[config.mk]
export PLATFORM = sky130hd
export DESIGN_NAME = selective_ack_receive_window_core_flat
export DESIGN_NICKNAME = d
export VERILOG_FILES = /design/src/sarw_pkg.sv /design/src/sarw_if.sv /design/src/sarw_cfg.sv /design/src/sarw_absorb.sv /design/src/selective_ack_receive_window_core.sv /design/src/flat_wrapper.sv
export SDC_FILE = /design/constraint.sdc
export NUM_CORES = 1
export LEC_CHECK = 0
export BUFFER_PORTS_ARGS = -buffer_cell sky130_fd_sc_hd__clkbuf_2
export CAP_MARGIN = 20
export CORE_ASPECT_RATIO = 1.4
export CORE_MARGIN = 4
export CORE_UTILIZATION = 30
export CTS_CLUSTER_DIAMETER = 50
export CTS_CLUSTER_SIZE = 12
export DETAILED_ROUTE_END_ITERATION = 12
export PLACE_DENSITY_LB_ADDON = 0.2
export SLEW_MARGIN = 0
export SYNTH_ARGS = -nofsm -noshare
export SYNTH_HDL_FRONTEND = slang
export SYNTH_SLANG_ARGS = --single-unit
[constraint.sdc]
create_clock -name clk -period 7.3 [get_ports clk]
set_clock_uncertainty 0.1 [all_clocks]
set_input_delay 0.365 -clock clk [delete_from_list [all_inputs] [get_ports clk]]
set_output_delay 0.365 -clock clk [all_outputs]
set_load 0.01 [all_outputs]
[src/sarw_pkg.sv]
// Shared types and codes for the selective-ack receive window.
package sarw_pkg;

  localparam int CFG_IDX_W = 3;

  // configuration register indexes
  localparam logic [CFG_IDX_W-1:0] REG_TOTAL_CHUNKS    = 3'd0;
  localparam logic [CFG_IDX_W-1:0] REG_RESUME_PREFIX   = 3'd1;
  localparam logic [CFG_IDX_W-1:0] REG_ACK_GAP_MS      = 3'd2;
  localparam logic [CFG_IDX_W-1:0] REG_READVERTISE_MS  = 3'd3;
  localparam logic [CFG_IDX_W-1:0] REG_IDLE_TIMEOUT_MS = 3'd4;

  localparam logic [15:0] ACK_GAP_RST      = 16'd40;
  localparam logic [15:0] READVERTISE_RST  = 16'd120;
  localparam logic [15:0] IDLE_TIMEOUT_RST = 16'd8000;

  // input word kinds
  localparam logic [1:0] KIND_START = 2'd0;
  localparam logic [1:0] KIND_DATA  = 2'd1;
  localparam logic [1:0] KIND_NUDGE = 2'd2;
  localparam logic [1:0] KIND_TICK  = 2'd3;

  // link states
  localparam logic [1:0] ST_IDLE = 2'd0;
  localparam logic [1:0] ST_RUN  = 2'd1;
  localparam logic [1:0] ST_DONE = 2'd2;
  localparam logic [1:0] ST_FAIL = 2'd3;

  // failure reasons
  localparam logic [1:0] WHY_NONE     = 2'd0;
  localparam logic [1:0] WHY_DECLINED = 2'd1;
  localparam logic [1:0] WHY_CHECK    = 2'd2;
  localparam logic [1:0] WHY_TIMEOUT  = 2'd3;

  typedef struct packed {
    logic [31:0] total_chunks;
    logic [31:0] resume_prefix;
    logic [15:0] ack_gap_ms;
    logic [15:0] readvertise_ms;
    logic [15:0] idle_timeout_ms;
  } cfg_t;

  typedef struct packed {
    logic [1:0]  kind;
    logic [31:0] seq;
    logic [31:0] now_ms;
    logic        accept;
    logic        verify_ok;
  } in_item_t;

  typedef struct packed {
    logic        store_chunk;
    logic [31:0] store_seq;
    logic        ack_due;
    logic [31:0] win_base;
    logic [31:0] ack_mask;
    logic        fin_due;
    logic        fin_ok;
    logic [1:0]  link_state;
    logic [1:0]  fail_reason;
  } result_t;

endpackage

[src/sarw_if.sv]
// Handshake channel interfaces: input words, result words, configuration writes.
interface sarw_in_if;
  logic        valid;
  logic        ready;
  logic [1:0]  kind;
  logic [31:0] seq;
  logic [31:0] now_ms;
  logic        accept;
  logic        verify_ok;
  modport source (output valid, kind, seq, now_ms, accept, verify_ok, input ready);
  modport sink   (input valid, kind, seq, now_ms, accept, verify_ok, output ready);
endinterface

interface sarw_out_if;
  logic        valid;
  logic        ready;
  logic        store_chunk;
  logic [31:0] store_seq;
  logic        ack_due;
  logic [31:0] win_base;
  logic [31:0] ack_mask;
  logic        fin_due;
  logic        fin_ok;
  logic [1:0]  link_state;
  logic [1:0]  fail_reason;
  modport source (output valid, store_chunk, store_seq, ack_due, win_base, ack_mask,
                  fin_due, fin_ok, link_state, fail_reason, input ready);
  modport sink   (input valid, store_chunk, store_seq, ack_due, win_base, ack_mask,
                  fin_due, fin_ok, link_state, fail_reason, output ready);
endinterface

interface sarw_cfg_if;
  logic        valid;
  logic        ready;
  logic [2:0]  index;
  logic [31:0] data;
  modport source (output valid, index, data, input ready);
  modport sink   (input valid, index, data, output ready);
endinterface

[src/sarw_cfg.sv]
// Configuration register file for the receive window.
module sarw_cfg import sarw_pkg::*; (
  input  logic       clk,
  input  logic       rst_n,
  sarw_cfg_if.sink   cfg_ch,
  output cfg_t       cfg
);

  cfg_t cfg_r;

  assign cfg_ch.ready = 1'b1;
  assign cfg             = cfg_r;

  always_ff @(posedge clk) begin
    if (!rst_n) begin
      cfg_r.total_chunks    <= '0;
      cfg_r.resume_prefix   <= '0;
      cfg_r.ack_gap_ms      <= ACK_GAP_RST;
      cfg_r.readvertise_ms  <= READVERTISE_RST;
      cfg_r.idle_timeout_ms <= IDLE_TIMEOUT_RST;
    end else if (cfg_ch.valid) begin
      unique case (cfg_ch.index)
        REG_TOTAL_CHUNKS:    cfg_r.total_chunks    <= cfg_ch.data;
        REG_RESUME_PREFIX:   cfg_r.resume_prefix   <= cfg_ch.data;
        REG_ACK_GAP_MS:      cfg_r.ack_gap_ms      <= cfg_ch.data[15:0];
        REG_READVERTISE_MS:  cfg_r.readvertise_ms  <= cfg_ch.data[15:0];
        REG_IDLE_TIMEOUT_MS: cfg_r.idle_timeout_ms <= cfg_ch.data[15:0];
        default: ;
      endcase
    end
  end

endmodule

[src/sarw_absorb.sv]
// Window bitmap update: mark a received chunk and absorb the contiguous run at the base.
module sarw_absorb #(
  parameter int WINDOW_BITS = 32
) (
  input  logic [WINDOW_BITS-1:0] map_in,
  input  logic [31:0]            off,
  input  logic                   in_window,
  output logic                   store,
  output logic [WINDOW_BITS-1:0] map_out,
  output logic [31:0]            adv
);

  localparam int IDX_W = (WINDOW_BITS > 1) ? $clog2(WINDOW_BITS) : 1;
  localparam int CNT_W = $clog2(WINDOW_BITS + 1);

  logic [WINDOW_BITS-1:0] sel;
  logic [WINDOW_BITS-1:0] map_set;
  logic [CNT_W-1:0]       ones;
  logic [WINDOW_BITS:0]   map_ext;

  assign sel     = {{(WINDOW_BITS-1){1'b0}}, 1'b1} << off[IDX_W-1:0];
  assign store   = in_window && ((off == 32'd0) || ((map_in & sel) == '0));
  assign map_set = map_in | sel;

  // trailing ones: index of the lowest clear bit, or the full width
  always_comb begin
    ones = CNT_W'(WINDOW_BITS);
    for (int i = WINDOW_BITS - 1; i >= 0; i--) begin
      if (!map_set[i]) ones = CNT_W'(i);
    end
  end

  assign map_ext = {1'b0, map_set} >> ones;

  always_comb begin
    if (in_window) begin
      map_out = map_ext[WINDOW_BITS-1:0];
      adv     = 32'(ones);
    end else begin
      map_out = map_in;
      adv     = 32'd0;
    end
  end

endmodule

[src/selective_ack_receive_window_core.sv]
// Selective-repeat receive window: top level with input register, state and result register.
//
//  channel   dir  handshake      carries
//  in_ch     in   valid/ready    kind, seq, now_ms, accept, verify_ok
//  out_ch    out  valid/ready    store/ack/fin flags, ack base and mask, state, reason
//  cfg_ch    in   valid/ready    register index and write data (always ready)
//
// One word per cycle sustained while out_ch takes results; a result passes from the input
// register through the window update logic into the result register.
// Reset clears both valids, the link state, the window and the configuration to defaults.
// A stalled result holds in the output register while one more word waits in the
// input register; the input side stalls only when both are full.
module selective_ack_receive_window_core import sarw_pkg::*; #(
  parameter int WINDOW_BITS = 32
) (
  input  logic        clk,
  input  logic        rst_n,
  sarw_in_if.sink     in_ch,
  sarw_out_if.source  out_ch,
  sarw_cfg_if.sink    cfg_ch
);

  localparam int MASK_W = (WINDOW_BITS < 32) ? WINDOW_BITS : 32;

  cfg_t cfg;

  logic     in_v_r;
  in_item_t in_item_r;
  logic     out_v_r;
  result_t  out_res_r;
  logic     step;

  logic [1:0]             state_r, state_nxt;
  logic [1:0]             reason_r, reason_nxt;
  logic [31:0]            base_r, base_nxt;
  logic [WINDOW_BITS-1:0] map_r, map_nxt;
  logic [31:0]            ack_t_r, ack_t_nxt;
  logic [31:0]            rx_t_r, rx_t_nxt;
  result_t                res;

  logic [31:0]            off;
  logic                   behind;
  logic                   in_window;
  logic                   ab_store;
  logic [WINDOW_BITS-1:0] ab_map;
  logic [31:0]            ab_adv;
  logic [31:0]            base_upd;
  logic [31:0]            start_base;
  logic [31:0]            ack_age;
  logic [31:0]            rx_age;

  sarw_cfg u_cfg (
    .clk    (clk),
    .rst_n  (rst_n),
    .cfg_ch (cfg_ch),
    .cfg    (cfg)
  );

  // ---- input register
  assign step        = in_v_r && (!out_v_r || out_ch.ready);
  assign in_ch.ready = !in_v_r || step;

  always_ff @(posedge clk) begin
    if (!rst_n) begin
      in_v_r <= 1'b0;
    end else if (in_ch.ready) begin
      in_v_r <= in_ch.valid;
    end
  end

  always_ff @(posedge clk) begin
    if (in_ch.ready && in_ch.valid) begin
      in_item_r.kind      <= in_ch.kind;
      in_item_r.seq       <= in_ch.seq;
      in_item_r.now_ms    <= in_ch.now_ms;
      in_item_r.accept    <= in_ch.accept;
      in_item_r.verify_ok <= in_ch.verify_ok;
    end
  end

  // ---- window update
  assign off       = in_item_r.seq - base_r;
  assign behind    = in_item_r.seq < base_r;
  assign in_window = !behind && (off < 32'(WINDOW_BITS));

  sarw_absorb #(.WINDOW_BITS(WINDOW_BITS)) u_absorb (
    .map_in    (map_r),
    .off       (off),
    .in_window (in_window),
    .store     (ab_store),
    .map_out   (ab_map),
    .adv       (ab_adv)
  );

  assign base_upd   = base_r + ab_adv;
  assign start_base = (cfg.resume_prefix > cfg.total_chunks) ? cfg.total_chunks
                                                             : cfg.resume_prefix;
  assign ack_age    = in_item_r.now_ms - ack_t_r;
  assign rx_age     = in_item_r.now_ms - rx_t_r;

  always_comb begin
    state_nxt  = state_r;
    reason_nxt = reason_r;
    base_nxt   = base_r;
    map_nxt    = map_r;
    ack_t_nxt  = ack_t_r;
    rx_t_nxt   = rx_t_r;
    res        = '0;

    unique case (in_item_r.kind)
      KIND_START: begin
        if (state_r != ST_RUN) begin
          if (!in_item_r.accept) begin
            if (state_r == ST_IDLE) begin
              state_nxt  = ST_FAIL;
              reason_nxt = WHY_DECLINED;
            end
          end else begin
            base_nxt   = start_base;
            map_nxt    = '0;
            state_nxt  = ST_RUN;
            reason_nxt = WHY_NONE;
            rx_t_nxt   = in_item_r.now_ms;
            ack_t_nxt  = in_item_r.now_ms;
            // nothing left to fetch: finish straight away
            if (start_base == cfg.total_chunks) begin
              res.fin_due = 1'b1;
              res.fin_ok  = in_item_r.verify_ok;
              if (in_item_r.verify_ok) begin
                state_nxt = ST_DONE;
              end else begin
                state_nxt  = ST_FAIL;
                reason_nxt = WHY_CHECK;
              end
            end
          end
        end
      end
      KIND_DATA: begin
        if ((state_r == ST_RUN || state_r == ST_DONE) && (behind || in_window)) begin
          res.store_chunk = ab_store;
          res.store_seq   = ab_store ? in_item_r.seq : 32'd0;
          base_nxt        = base_upd;
          map_nxt         = ab_map;
          rx_t_nxt        = in_item_r.now_ms;
          if (base_upd == cfg.total_chunks) begin
            res.ack_due = 1'b1;
            ack_t_nxt   = in_item_r.now_ms;
            res.fin_due = 1'b1;
            res.fin_ok  = in_item_r.verify_ok;
            if (in_item_r.verify_ok) begin
              state_nxt = ST_DONE;
            end else if (state_r == ST_RUN) begin
              state_nxt  = ST_FAIL;
              reason_nxt = WHY_CHECK;
            end
          end else if ((base_upd != base_r) || (ack_age >= 32'(cfg.ack_gap_ms))) begin
            res.ack_due = 1'b1;
            ack_t_nxt   = in_item_r.now_ms;
          end
        end
      end
      KIND_NUDGE: begin
        res.ack_due = 1'b1;
        ack_t_nxt   = in_item_r.now_ms;
        if (base_r == cfg.total_chunks) begin
          res.fin_due = 1'b1;
          res.fin_ok  = 1'b1;
        end
      end
      KIND_TICK: begin
        if (state_r == ST_RUN) begin
          if (rx_age > 32'(cfg.idle_timeout_ms)) begin
            state_nxt  = ST_FAIL;
            reason_nxt = WHY_TIMEOUT;
          end else if (ack_age >= 32'(cfg.readvertise_ms)) begin
            res.ack_due = 1'b1;
            ack_t_nxt   = in_item_r.now_ms;
          end
        end
      end
      default: ;
    endcase

    res.win_base    = base_nxt;
    res.ack_mask    = 32'(map_nxt[MASK_W-1:0]);
    res.link_state  = state_nxt;
    res.fail_reason = reason_nxt;
  end

  always_ff @(posedge clk) begin
    if (!rst_n) begin
      state_r  <= ST_IDLE;
      reason_r <= WHY_NONE;
      base_r   <= '0;
      map_r    <= '0;
      ack_t_r  <= '0;
      rx_t_r   <= '0;
    end else if (step) begin
      state_r  <= state_nxt;
      reason_r <= reason_nxt;
      base_r   <= base_nxt;
      map_r    <= map_nxt;
      ack_t_r  <= ack_t_nxt;
      rx_t_r   <= rx_t_nxt;
    end
  end

  // ---- result register
  always_ff @(posedge clk) begin
    if (!rst_n) begin
      out_v_r <= 1'b0;
    end else if (step) begin
      out_v_r <= 1'b1;
    end else if (out_ch.ready) begin
      out_v_r <= 1'b0;
    end
  end

  always_ff @(posedge clk) begin
    if (step) begin
      out_res_r <= res;
    end
  end

  assign out_ch.valid       = out_v_r;
  assign out_ch.store_chunk = out_res_r.store_chunk;
  assign out_ch.store_seq   = out_res_r.store_seq;
  assign out_ch.ack_due     = out_res_r.ack_due;
  assign out_ch.win_base    = out_res_r.win_base;
  assign out_ch.ack_mask    = out_res_r.ack_mask;
  assign out_ch.fin_due     = out_res_r.fin_due;
  assign out_ch.fin_ok      = out_res_r.fin_ok;
  assign out_ch.link_state  = out_res_r.link_state;
  assign out_ch.fail_reason = out_res_r.fail_reason;

`ifndef ASSERT_OFF
  // a held word must not be dropped while the result side stalls
  a_hold_word: assert property (@(posedge clk) disable iff (!rst_n)
    in_v_r && !step |=> in_v_r)
    else $error("input word lost under stall");

  // a reason is recorded exactly when the link has failed
  a_reason_fail: assert property (@(posedge clk) disable iff (!rst_n)
    (state_r == ST_FAIL) == (reason_r != WHY_NONE))
    else $error("fail reason out of step with link state");

  // the base chunk is always absorbed into base_r
  a_base_absorbed: assert property (@(posedge clk) disable iff (!rst_n)
    !map_r[0])
    else $error("window bit at base left set");

  a_fin_verdict: assert property (@(posedge clk) disable iff (!rst_n)
    out_v_r && out_res_r.fin_ok |-> out_res_r.fin_due)
    else $error("FIN verdict without FIN");

  a_store_state: assert property (@(posedge clk) disable iff (!rst_n)
    out_v_r && out_res_r.store_chunk |->
      (out_res_r.link_state == ST_RUN || out_res_r.link_state == ST_DONE ||
       out_res_r.link_state == ST_FAIL))
    else $error("chunk stored while idle");
`endif

endmodule
[src/flat_wrapper.sv]
// flat-port wrapper written by rule: the top's interface ports become plain ports
module selective_ack_receive_window_core_flat import sarw_pkg::*;
#(
  parameter int WINDOW_BITS = 32
)
  (clk, rst_n, in_ch_valid, in_ch_kind, in_ch_seq, in_ch_now_ms, in_ch_accept, in_ch_verify_ok, in_ch_ready, out_ch_valid, out_ch_store_chunk, out_ch_store_seq, out_ch_ack_due, out_ch_win_base, out_ch_ack_mask, out_ch_fin_due, out_ch_fin_ok, out_ch_link_state, out_ch_fail_reason, out_ch_ready, cfg_ch_valid, cfg_ch_index, cfg_ch_data, cfg_ch_ready);
  sarw_in_if in_ch_i ();
  sarw_out_if out_ch_i ();
  sarw_cfg_if cfg_ch_i ();
  input  logic clk;
  input  logic rst_n;
  input wire logic [$bits(in_ch_i.valid)-1:0] in_ch_valid;
  input wire logic [$bits(in_ch_i.kind)-1:0] in_ch_kind;
  input wire logic [$bits(in_ch_i.seq)-1:0] in_ch_seq;
  input wire logic [$bits(in_ch_i.now_ms)-1:0] in_ch_now_ms;
  input wire logic [$bits(in_ch_i.accept)-1:0] in_ch_accept;
  input wire logic [$bits(in_ch_i.verify_ok)-1:0] in_ch_verify_ok;
  output wire logic [$bits(in_ch_i.ready)-1:0] in_ch_ready;
  output wire logic [$bits(out_ch_i.valid)-1:0] out_ch_valid;
  output wire logic [$bits(out_ch_i.store_chunk)-1:0] out_ch_store_chunk;
  output wire logic [$bits(out_ch_i.store_seq)-1:0] out_ch_store_seq;
  output wire logic [$bits(out_ch_i.ack_due)-1:0] out_ch_ack_due;
  output wire logic [$bits(out_ch_i.win_base)-1:0] out_ch_win_base;
  output wire logic [$bits(out_ch_i.ack_mask)-1:0] out_ch_ack_mask;
  output wire logic [$bits(out_ch_i.fin_due)-1:0] out_ch_fin_due;
  output wire logic [$bits(out_ch_i.fin_ok)-1:0] out_ch_fin_ok;
  output wire logic [$bits(out_ch_i.link_state)-1:0] out_ch_link_state;
  output wire logic [$bits(out_ch_i.fail_reason)-1:0] out_ch_fail_reason;
  input wire logic [$bits(out_ch_i.ready)-1:0] out_ch_ready;
  input wire logic [$bits(cfg_ch_i.valid)-1:0] cfg_ch_valid;
  input wire logic [$bits(cfg_ch_i.index)-1:0] cfg_ch_index;
  input wire logic [$bits(cfg_ch_i.data)-1:0] cfg_ch_data;
  output wire logic [$bits(cfg_ch_i.ready)-1:0] cfg_ch_ready;
  assign in_ch_i.valid = in_ch_valid;
  assign in_ch_i.kind = in_ch_kind;
  assign in_ch_i.seq = in_ch_seq;
  assign in_ch_i.now_ms = in_ch_now_ms;
  assign in_ch_i.accept = in_ch_accept;
  assign in_ch_i.verify_ok = in_ch_verify_ok;
  assign in_ch_ready = in_ch_i.ready;
  assign out_ch_valid = out_ch_i.valid;
  assign out_ch_store_chunk = out_ch_i.store_chunk;
  assign out_ch_store_seq = out_ch_i.store_seq;
  assign out_ch_ack_due = out_ch_i.ack_due;
  assign out_ch_win_base = out_ch_i.win_base;
  assign out_ch_ack_mask = out_ch_i.ack_mask;
  assign out_ch_fin_due = out_ch_i.fin_due;
  assign out_ch_fin_ok = out_ch_i.fin_ok;
  assign out_ch_link_state = out_ch_i.link_state;
  assign out_ch_fail_reason = out_ch_i.fail_reason;
  assign out_ch_i.ready = out_ch_ready;
  assign cfg_ch_i.valid = cfg_ch_valid;
  assign cfg_ch_i.index = cfg_ch_index;
  assign cfg_ch_i.data = cfg_ch_data;
  assign cfg_ch_ready = cfg_ch_i.ready;
  selective_ack_receive_window_core #(.WINDOW_BITS(WINDOW_BITS)) u_core (.clk(clk), .rst_n(rst_n), .in_ch(in_ch_i), .out_ch(out_ch_i), .cfg_ch(cfg_ch_i));
endmodule
==> impl_metrics.json <==
{
  "status": "complete, but fails checks",
  "failed_checks": "setup timing",
  "synthCells": 3595,
  "dp_cells": 5307,
  "ys_types": 103,
  "core_area_sq_mm": 0.09712,
  "yosysWarnings": 0,
  "syn_nets": 3892,
  "htree_levels": 2,
  "numCtsBuffers": 54,
  "drc_errors": 0,
  "powerDensity_mw_per_mm2": 176.5,
  "fin_total_pwr_w": 0.006672,
  "pin_count": 215,
  "dr.pass1.iters": 8,
  "crit_top_cell": "buf_4",
  "path_clk_slew_ns": 0.06,
  "antenna_cells": 0,
  "grt_start_max_net_pins": 74,
  "finalNonFillerCells": 5526,
  "async_flop_share_pct": 0,
  "worstPathRequired_ns": 7.76,
  "synth-main-ff-cell": "dfxtp_1",
  "layout_min_cycle_time_ns": 7.369,
  "avgRoutedWirePerCell_um": 21.24,
  "antenna_found_initial": 1,
  "final.period_utilization_pct": 100.9,
  "yosysMostFrequentCell": "nand2_1",
  "switchingPower_w": 0.002091,
  "cp.arrival_ns": 7.83,
  "critPathBufInv": 8,
  "grt_pass1_wl_um": 176700,
  "die_h_um": 378.5,
  "layout_setup_ws_ns": -0.06889,
  "seqPwrFrac_pct": 38.7,
  "hold_viol": 0,
  "clock_latency_ns": 0.64,
  "placement.io_buffers": 213,
  "ant_nets": 0,
  "worstSetupPathType": "flop to flop",
  "power_leakage_nw": 14.72,
  "drtIter0Drc": 2351,
  "rows": 135,
  "drive_gt1_share_pct": 20.76,
  "timing.fmax_mhz": 135.7,
  "syn_to_final_growth_pct": 28.50,
  "hp-class": "input port to flop",
  "wl_um": 117400,
  "cp-end-kind": "flop",
  "worst_pin_slew_ns": 1.092,
  "cp-startpoint": "u_core.in_item_r[34]",
  "dieArea_sq_mm": 0.1032,
  "p_int_w": 0.004582,
  "critPathSlowestCell": "or4_4",
  "seq_area_frac_synth_pct": 34.29,
  "synth_area_leaders": "edfxtp_1 (18%), dfxtp_1 (17%), ha_1 (7.9%)",
  "vias": 29369,
  "synth_top_cell_by_area": "edfxtp_1",
  "hpwlAfterDp_um": 92090,
  "synth_area_sq_mm": 0.02942,
  "fillCellCount": 10076,
  "clockBufferDepth": 3,
  "grt_pass1_vias": 29109,
  "cp-start-kind": "flop",
  "ctsRootBufferMaster": "clkbuf_16",
  "combPwrFrac_pct": 22.3,
  "cp_top_family": "simple AND/OR/NAND/NOR gates",
  "swShare_pct": 31.33,
  "pwr-share-clk_pct": 38.9,
  "critPathMaxFanout": 8,
  "synth_area_per_cell_sq_um": 8.184,
  "drv_cap": 0,
  "utilization_pct": 38.93,
  "slew_viol_final": 0,
  "synth_common_cells": "nand2_1 (535), a21oi_1 (360), dfxtp_1 (246), nor2_1 (240), inv_1 (228)",
  "start_util_pct": 30.29,
  "grt_usage_pct": 22.04,
  "final_nets": 4479,
  "yosysTopAreaCellShare_pct": 17.55,
  "clock-sinks": 418,
  "synth-edff-count": 172,
  "die_x_um": 272.7,
  "viasPerCell": 5.315,
  "setup_viol": 27,
  "hold_start": "cfg_ch_data[9]",
  "slew_headroom_pct": 27.14,
  "place_congestion": 0.9413,
  "ir_drop_uv": 190.0,
  "synth-seq-cells": 418,
  "overflow": 0,
  "worstReg2RegStart": "u_core.in_item_r[34]",
  "max_stage_delay_ns": 0.44,
  "tritoncts": "yes",
  "rsz0062_at_grt": "yes"
}
## power groups by stage
stage	registers, W	logic [W]	clock network (W)
3_3_place_gp	0.00263	0.00140	0
3_5_place_dp	0.00263	0.00140	0
2_1_floorplan	0.00263	0.000847	0
4_1_cts	0.00258	0.00147	0.00268
5_1_grt	0.00259	0.00163	0.00276
6_report	0.00258	0.00149	0.00260
## tightest hold or removal path, delay by kind of cell
family | cells | cell delay, ns
buffers and inverters | 1 | 0.21
and+or+nand+nor | 1 | 0.11
AOI/OAI and AO/OA | 1 | 0.06
## final timing paths
kind | end | slack (ns) | depth (start not counted)
worst max register to register | u_core.ack_t_r[1] | -0.07 | 34
worst min-delay path | u_core.u_cfg.cfg[57] | 0.06 | 3
worst max-delay path | u_core.ack_t_r[1] | -0.07 | 34
worst min register to register | u_core.u_cfg.cfg[29] | 0.35 | 2
## registers in the layout, summed over array words and instances (netlist names), 2 cells and up
name,cells
u_core.u_cfg.cfg,112
u_core.in_item_r,68
u_core.ack_t_r,32
u_core.base_r,32
u_core.map_r,32
u_core.out_ch.ack_mask,32
u_core.out_ch.store_seq,32
u_core.out_ch.win_base,32
u_core.rx_t_r,32
u_core.out_ch.fail_reason,2
u_core.out_ch.link_state,2
u_core.reason_r,2
u_core.state_r,2
## cell type report
type	count	area (sq um)	share of cell area (%)
repair buffers	718	5199	13.75
well taps	1301	1628	4.306
multi-input cells	2760	18290	48.38
inverters	230	873.3	2.310
flip-flops and latches	418	10090	26.69
clock inverters	30	297.8	0.7877
clock buffers	69	1428	3.776
## layer usage
metal  global-route usage [%]  wire length [um]
met2                    39.44             58170
met1                    27.02             48400
met4                    9.063              5416
met3                    2.180              5371
met5                        0                 0
## cell usage in the layout (no fill, tap or decap), types with 51 or more instances in the layout
master | netlist | routed
nand2_1 | 535 | 533
buf_4 | 6 | 397
a21oi_1 | 360 | 347
dfxtp_1 | 246 | 246
nor2_1 | 240 | 234
inv_1 | 228 | 226
clkbuf_2 | 2 | 212
ha_1 | 185 | 176
edfxtp_1 | 172 | 172
o21ai_0 | 157 | 148
dlygate4sd3_1 | 0 | 101
mux2i_1 | 97 | 97
nand3_1 | 74 | 72
xnor2_1 | 74 | 71
a21o_1 | 70 | 70
nor3_1 | 75 | 66
clkbuf_16 | 0 | 55
xor2_1 | 53 | 51
## stage by stage
step	instance area (sq um)	worst slack (ns)	hold slack [ns]	setup TNS, ns
floorplan	29470	0.02429	0.3347	0
global placement	34380	-0.5459	0.3413	-15.14
detailed placement	34380	-0.6173	0.3466	-19.14
CTS	37530	-0.05563	0.003434	-0.05563
global route	37810	-0.3224	0.03112	-10.07
finish	37810	-0.06889	0.06173	-0.6970
## cell families after synthesis
group,after synthesis,share of synthesized area [%]
AOI/OAI and AO/OA,1114,25.21
xor gates and xnor gates,128,3.836
adders and majority gates,189,8.139
buffers and inverters,417,5.541
DFF,418,34.29
muxes,113,4.027
other,1,0.01275
and+or+nand+nor,1215,18.94
## timing repair
item,in CTS,in global routing
cloned,2,1
hold buffers,101,0
resized for setup,60,45
endpoints found under the setup margin,43,42
endpoints found under the hold margin,167,0
pin swaps,22,16
buffers inserted,11,5
No activity file was read; power rests on OpenSTA's default activity.
